File: src/rtl/core/assert_macros.svh
// Assertion macros shared by the lattice chain growth RTL.
// Needs a clk and an active-low rst_n in the scope of each use.
`ifndef ASSERT_MACROS_SVH
`define ASSERT_MACROS_SVH
`ifndef ASSERT_OFF
// Same-cycle implication
`define ASSERT_IMPLIES(lbl, ant, cons, msg) \
  lbl: assert property (@(posedge clk) disable iff (!rst_n) (ant) |-> (cons)) else $error(msg);
// Next-cycle implication
`define ASSERT_NEXT(lbl, ant, cons, msg) \
  lbl: assert property (@(posedge clk) disable iff (!rst_n) (ant) |=> (cons)) else $error(msg);
`else
`define ASSERT_IMPLIES(lbl, ant, cons, msg)
`define ASSERT_NEXT(lbl, ant, cons, msg)
`endif
`endif

File: src/rtl/core/plcg_pkg.sv
// Shared types and constants of the lattice chain growth unit.
// No dependencies; imported by every module of the block.
package plcg_pkg;

  localparam int SIDE      = 32;
  localparam int MAX_BEADS = 1024;
  localparam int CW        = $clog2(SIDE);
  localparam int PW        = 3 * CW;
  localparam int SITES     = SIDE * SIDE * SIDE;
  localparam int CLW       = $clog2(MAX_BEADS);
  localparam int CNTW      = CLW + 1;
  localparam int EW        = CW + 1;
  localparam int PERS_W    = 17;
  localparam int RF_W      = 16;
  localparam int R5_W      = RF_W + 3;
  localparam int TRY_W     = 8;
  localparam int HD_W      = 3;

  // Request opcodes
  localparam logic [1:0] OP_CLEAR = 2'd0;
  localparam logic [1:0] OP_START = 2'd1;
  localparam logic [1:0] OP_STEP  = 2'd2;

  // Register indexes
  localparam logic [1:0] REG_PERS  = 2'd0;
  localparam logic [1:0] REG_LEN   = 2'd1;
  localparam logic [1:0] REG_EDGE  = 2'd2;
  localparam logic [1:0] REG_TRIES = 2'd3;

  typedef enum logic [3:0] {
    ST_STARTED  = 4'd0,
    ST_OCCUPIED = 4'd1,
    ST_PLACED   = 4'd2,
    ST_BLOCKED  = 4'd3,
    ST_TRAPPED  = 4'd4,
    ST_TRIESOUT = 4'd5,
    ST_COMPLETE = 4'd6,
    ST_CLEARED  = 4'd7,
    ST_IGNORED  = 4'd8
  } status_t;

  typedef enum logic [1:0] {
    K_CLEAR,
    K_START,
    K_STEP,
    K_IGNORE
  } kind_t;

  typedef struct packed {
    kind_t           kind;
    logic [CW-1:0]   sx;
    logic [CW-1:0]   sy;
    logic [CW-1:0]   sz;
    logic [HD_W-1:0] start_hd;
    logic [R5_W-1:0] r5;
  } item_t;

  typedef struct packed {
    logic [PERS_W-1:0] pers;
    logic [CNTW-1:0]   len;
    logic [EW-1:0]     edge_len;
    logic [TRY_W-1:0]  mtries;
  } cfg_t;

endpackage

File: src/rtl/core/plcg_front.sv
// Front end: accepts requests, classifies them and queues them (two entries).
// Depends on plcg_pkg.
module plcg_front (
  input  logic                   clk,
  input  logic                   rst_n,
  input  logic                   in_valid,
  output logic                   in_ready,
  input  logic [1:0]             in_op,
  input  logic [plcg_pkg::CW-1:0] in_start_x,
  input  logic [plcg_pkg::CW-1:0] in_start_y,
  input  logic [plcg_pkg::CW-1:0] in_start_z,
  input  logic [15:0]            in_rand_frac,
  input  logic                   init_done,
  output logic                   q_valid,
  output plcg_pkg::item_t        q_item,
  input  logic                   q_pop
);
  import plcg_pkg::*;

  item_t           fifo_r [2];
  logic            wr_ptr_r;
  logic            rd_ptr_r;
  logic [1:0]      cnt_r;
  item_t           new_item;
  logic [R5_W-1:0] r6;
  logic [R5_W-1:0] r6m1;
  logic            push;

  // Classify the request and precompute the start heading and 5r
  always_comb begin
    r6   = {3'b000, in_rand_frac} * R5_W'(6);
    r6m1 = r6 - R5_W'(1);
    new_item.sx = in_start_x;
    new_item.sy = in_start_y;
    new_item.sz = in_start_z;
    new_item.r5 = {3'b000, in_rand_frac} * R5_W'(5);
    new_item.start_hd = (in_rand_frac == '0) ? '0 : r6m1[R5_W-1:RF_W];
    unique case (in_op)
      OP_CLEAR: new_item.kind = K_CLEAR;
      OP_START: new_item.kind = K_START;
      OP_STEP:  new_item.kind = K_STEP;
      default:  new_item.kind = K_IGNORE;
    endcase
  end

  assign in_ready = init_done && (cnt_r != 2'd2);
  assign push     = in_valid && in_ready;
  assign q_valid  = (cnt_r != 2'd0);
  assign q_item   = fifo_r[rd_ptr_r];

  // Store queue payload
  always_ff @(posedge clk) begin
    if (push) begin
      fifo_r[wr_ptr_r] <= new_item;
    end
  end

  // Advance queue pointers
  always_ff @(posedge clk) begin
    if (!rst_n) begin
      wr_ptr_r <= 1'b0;
      rd_ptr_r <= 1'b0;
      cnt_r    <= 2'd0;
    end else begin
      if (push) begin
        wr_ptr_r <= ~wr_ptr_r;
      end
      if (q_pop) begin
        rd_ptr_r <= ~rd_ptr_r;
      end
      if (push && !q_pop) begin
        cnt_r <= cnt_r + 2'd1;
      end else if (!push && q_pop) begin
        cnt_r <= cnt_r - 2'd1;
      end
    end
  end

endmodule

File: config.mk
export PLATFORM = sky130hd
export DESIGN_NAME = plcg_front
export DESIGN_NICKNAME = d
export VERILOG_FILES = /design/src/rtl/core/assert_macros.svh /design/src/rtl/core/plcg_pkg.sv /design/src/rtl/core/plcg_front.sv
export SDC_FILE = /design/constraint.sdc
export NUM_CORES = 1
export LEC_CHECK = 0
export BUFFER_PORTS_ARGS = -buffer_cell sky130_fd_sc_hd__buf_2
export CAP_MARGIN = 15
export CORE_MARGIN = 3
export CORE_UTILIZATION = 25
export DETAILED_ROUTE_END_ITERATION = 12
export PLACE_DENSITY = 0.39
export SYNTH_ARGS = -nofsm -noshare
export SYNTH_HDL_FRONTEND = slang
export SYNTH_SLANG_ARGS = --single-unit
File: constraint.sdc
create_clock -name clk -period 4.1 [get_ports clk]
set_input_delay 0.82 -clock clk [delete_from_list [all_inputs] [get_ports clk]]
set_output_delay 0.82 -clock clk [all_outputs]
set_load 0.005 [all_outputs]
=== Word level (Yosys, flattened, before mapping) ===
Memories as Yosys holds them, arrays and structs flattened. A register that Yosys moved wholly into a read port is not among the register bits.
Index checks and enable logic that the tools add are counted.

* Flip-flop bits (word level): 4
* Latch bits: 0
* Memory bits (writable): 78
* ROM bits: 0
* Input port bits: 38
* Memories: 1

* Add/subtract/negate cells: 3
* Multipliers: 2
* Div/mod/pow operators: 0
* $lt $le $gt $ge: 0
* Equality and inequality tests: 3
* Shift operators: 0
* Muxes and demuxes: 8
* Bitwise operators: 2
* Reduce and logical (&&, ||, !) cells: 10

{| class="wikitable"
|+ Memories
! name !! depth !! bits a word !! rd ports !! clocked after memory_dff !! write ports !! line !! text
|-
| fifo_r || 2 || 39 || 1 || 1 || 1 || plcg_front.sv:20 || <nowiki>item_t fifo_r [2];</nowiki>
|}

{| class="wikitable"
|+ Operators by type and width
! kind !! count
|-
| $mul A16 B3 Y19 const B || 1
|-
| $sub A19 B1 Y19 const B || 1
|-
| $mul A16 B2 Y18 const B || 1
|-
| $logic_not A16 Y1 || 1
|-
| $pmux W2 S3 || 1
|-
| $logic_and A1 B1 Y1 || 4
|-
| $mux W1 || 4
|-
| $mux W2 || 2
|-
| $reduce_bool A2 Y1 || 2
|-
| $mux W3 || 1
|-
| $add A2 B1 Y2 const B || 1
|-
| $eq A2 B1 Y1 const B || 1
|-
| $eq A2 B2 Y1 const B || 1
|-
| $logic_not A1 Y1 || 2
|-
| $logic_not A2 Y1 || 1
|-
| $ne A2 B2 Y1 const B || 1
|-
| $not A1 Y1 || 2
|-
| $sub A2 B1 Y2 const B || 1
|}

=== Longest topological paths before layout ===
* Depth after elaboration: 7
* Mapped depth: 10
* Gate-level depth less buffers: 10

=== Least setup slack after synthesis ===
OpenSTA, ideal clock, no wires.

* Path kind: input-to-reg
* Start point: input port init_done
* End point: memory fifo_r[0][0] (netlist name) (enable)
* Library setup time: 0.437 ns
* Arrival time: 2.928 ns
* Data required time: 3.663 ns
* Setup slack: 0.735 ns
* Stages on the path: 3
* Buffers on the path: 0
* Cell sequence: a21boi_0 -> nand2_1 -> nor2_1

* Cells in the longest elaborated chain, start to end: 4

{| class="wikitable"
|+ RTL lines
! what !! line !! text
|-
| start: declaration || plcg_front.sv:13 || <nowiki>input logic init_done,</nowiki>
|-
| $logic_and A1 B1 Y1 || plcg_front.sv:46 || <nowiki>assign in_ready = init_done && (cnt_r != 2'd2);</nowiki>
|-
| $logic_and A1 B1 Y1 || plcg_front.sv:47 || <nowiki>assign push = in_valid && in_ready;</nowiki>
|-
| $mux W1 || plcg_front.sv:53 || <nowiki>if (push) begin</nowiki>
|-
| $mux W1 (implied by the code) || plcg_front.sv:54 || <nowiki>fifo_r[wr_ptr_r] <= new_item;</nowiki>
|-
| end: declaration || plcg_front.sv:20 ||
|}

No other way between the ends.

==> metrics.md <==
| Metric | Value |
|---|---|
| Outcome | `completed` |
| Total iterations of the first detailed-routing run | `5` |
| Slew Viols, Final | `0` |
| Max H-tree Level | `3` |
| Routed via count | `3479` |
| CP endpoint kind | `flop` |
| RR Startpoint | `cnt_r[0]` |
| Post-synth EDFFs | `78` |
| Fin Setup TNS | `0 ns` |
| Synth Flop Type | `edfxtp_1` |
| Met2 usage | `17.9%` |
| Sw Share | `26.7%` |
| Internal power component | `1.70 mW` |
| Vias in the first global route | `3476` |
| Post-route clock period utilization | `79.3%` |
| Post-route ant nets | `0` |
| Final Wtd Congestion | `0.808` |
| DR WL/cell | `15.0 um` |
| Cells on worst reg2reg path | `3` |
| P&R area growth vs syn | `19.3%` |
| Share of cells above drive strength 1 | `28.9%` |
| Core area | `0.0195 mm2` |
| Clock transition at the registers of the reported paths | `0.06 ns` |
| Worst reg2reg path endpoint | `fifo_r[1][11]` |
| RSZ-0062 raised after global routing | `false` |
| Remaining global-route overflow | `0` |
| Hold Startpoint | `cnt_r[1]` |
| Reg2reg setup slack | `2.06 ns` |
| Placed Instances | `741` |
| Root Driver | `clkbuf_16` |
| Routing usage on met3 | `2.19%` |
| # port buffers | `78` |
| Overall power | `2.32 mW` |
| Pwr/cell area | `390 mW/mm2` |
| First-pass GRT wire length | `18300 um` |
| Max Buffers Root-to-Sink | `2` |
| Pin count of the biggest net entering global routing | `40` |
| NetSw | `621 uW` |
| Clock skew | `0.00641 ns` |
| Worst-Margin Slew | `1.04 ns` |
| Max VDD drop | `0.161 mV` |
| Die Area | `0.0217 mm2` |
| Critical path launch point type | `primary input` |
| # Post-CTS Setup Buffers | `0` |
| Count of final setup violators | `0` |
| Comb pwr share | `21.2%` |
| Sequential Power Share | `44.4%` |
| Worst hold path class | `flop to flop` |
| Critical path type | `primary input to flop` |
| # hold bufs at CTS | `0` |
| Overall Global Routing Usage | `10.7%` |
| Hold Violations, Final | `0` |
| Clock Latency Late Sink | `0.33 ns` |
| Met1 global-route usage | `13.8%` |
| Routed WL | `11400 um` |
| CTS Sinks | `83` |
| HPWL after DPL | `8400 um` |
| Initial antenna violation count | `0` |
| Num CTS Buffers | `9` |
| Ys async rst share | `0%` |
| ANT cells | `0` |
| Via/cell ratio | `4.60` |
| Syn Area/Cell | `12.3 um2` |
| FP Rows | `51` |
| Drt first-iter violations | `183` |
| Remaining DRCs | `0` |
| Hold path depth | `2` |
| CP Max Fanout | `7` |
| Post-Layout Cell Count | `757` |
| Clock power frac | `34.4%` |
| Synthesized area | `0.00499 mm2` |
| Slew Limit Headroom | `30.5%` |
| Top Usage Layer GRT | `met2` |
| Die Span Y | `147 um` |
| Register area share after synthesis | `49.0%` |
| Crit path time final | `3.25 ns` |
| Yosys reg bits | `83` |
| IO Count | `79` |
| CTS tree | `built` |
| Pleak | `2.39 nW` |
| Cells after Synth | `406` |
| Max-cap violation count | `0` |
| Worst-case hold path end point | `cnt_r[1]` |
| Final nets | `581` |
| Initial core utilization | `25.5%` |
| Yosys warning total | `0` |
| Chip width | `147 um` |
| Highest clock rate | `0.307 GHz` |
| Count of cell types in the netlist | `58` |
| Worst EP required | `4.27 ns` |
| Cts repair resizes | `0` |
| Fillers | `2002` |
| Critical Path AT | `3.42 ns` |
| Syn Nets | `500` |
==> sequential cells by signal, summed over array words and instances, names as in the netlist, named ones only <==
register  flops
cnt_r         2
wr_ptr_r      1
fifo_r       78
rd_ptr_r      1
==> layout make-up <==
class | instances | area [um2] | share of cell area (%)
flip-flops and latches | 83 | 2440 | 41.1
multi-input cells | 281 | 2360 | 39.6
repair buffers | 79 | 398 | 6.69
well taps | 265 | 332 | 5.57
clock buffers | 10 | 229 | 3.85
inverters | 33 | 124 | 2.08
clock inverters | 6 | 65.1 | 1.09
==> cell usage in the layout, fill, tap and decap left out, drive strengths merged, types with 3 or more instances in the layout <==
cell	count
a21boi	5
a21o	9
a21oi	26
a31oi	6
and2	4
and3	6
buf	79
clkbuf	10
clkinv	5
dfxtp	5
edfxtp	78
ha	54
inv	33
mux2	39
mux2i	6
nand2	11
nand3	6
nand4	3
nor2	14
nor2b	4
nor3	11
nor3b	3
o2111ai	5
o21ai	15
o31ai	3
or2	4
or3	3
xnor2	11
xor2	4
==> cell usage after synthesis (4+ instances only) <==
library cell | number | share of area (%)
ha_1 | 54 | 14
nor2b_1 | 4 | 0.50
nand2_1 | 11 | 0.83
nor3_1 | 11 | 1.1
mux2i_1 | 6 | 1.2
clkbuf_1 | 6 | 0.45
inv_1 | 32 | 2.4
a21o_1 | 7 | 1.1
xor2_1 | 4 | 0.70
nand3_1 | 6 | 0.60
a21oi_1 | 26 | 2.6
o2111ai_1 | 5 | 0.88
and2_1 | 4 | 0.50
mux2_2 | 39 | 8.8
edfxtp_1 | 78 | 47
nor2_1 | 14 | 1.1
xnor2_1 | 11 | 1.9
o21ai_0 | 13 | 1.3
a31oi_1 | 6 | 0.75
a21boi_0 | 4 | 0.60
dfxtp_1 | 5 | 2.0
and3_1 | 6 | 0.75
==> worst max-delay path by stage <==
stage / cells after the start / from / to / slack [ns]
after floorplan: 3 / init_done / fifo_r[0][0] / 0.74
after global placement: 11 / in_rand_frac[1] / fifo_r[0][17] / 0.54
after detailed placement: 11 / in_rand_frac[1] / fifo_r[0][17] / 0.52
after CTS: 10 / in_rand_frac[1] / fifo_r[1][20] / 0.85
after global routing: 10 / in_rand_frac[0] / fifo_r[1][20] / 0.57
final: 10 / in_rand_frac[1] / fifo_r[1][20] / 0.85
==> kinds of logic (layout without fill, tap and decap cells) <==
| kind of cell | after synthesis | count (layout) | share of synthesized area, % |
|---|---|---|---|
| AO/OA/AOI/OAI | 90 | 90 | 12.2 |
| flip-flops | 83 | 83 | 49.0 |
| AND/OR/NAND/NOR | 75 | 75 | 7.95 |
| adder cells (fa/ha/maj) | 56 | 56 | 14.4 |
| multiplexers | 45 | 45 | 10.0 |
| buffers and inverters | 42 | 128 | 3.89 |
| XOR/XNOR | 15 | 15 | 2.63 |
==> per-stage QoR <==
| step | area (um2) | hold slack, ns | utilization (%) | setup slack, ns |
|---|---|---|---|---|
| after floorplan | 4990 | 0.470 | - | 0.735 |
| after global placement | 5660 | 0.489 | 29.0 | 0.541 |
| after detailed placement | 5660 | 0.509 | 29.0 | 0.518 |
| after CTS | 5950 | 0.518 | 30.5 | 0.847 |
| after global routing | 5950 | 0.596 | 30.5 | 0.571 |
| final | 5950 | 0.509 | 30.5 | 0.848 |
==> routing by layer <==
metal	part of all wire (%)	vias up
li1	-	1707
met1	45	1666
met2	47	92
met3	6.0	14
met4	1.8	0
met5	0	-
==> critical path, stage by stage <==
cell	delay (ns)
buf_2	0.16
ha_1	0.22
fa_1	0.40
a21o_1	0.20
a221oi_1	0.33
o21ai_0	0.16
mux2i_1	0.20
o2111ai_1	0.24
or4_1	0.52
a21oi_1	0.19
==> power by group through the flow <==
stage          Combinational [mW]  Clock [mW]  Sequential, mW
3_3_place_gp                0.495           0            1.05
5_1_grt                     0.559       0.872            1.04
2_1_floorplan               0.350           0            1.03
4_1_cts                     0.501       0.826            1.03
3_5_place_dp                0.497           0            1.05
6_report                    0.492       0.798            1.03
Note: power is estimated with default switching activity, not from simulation.
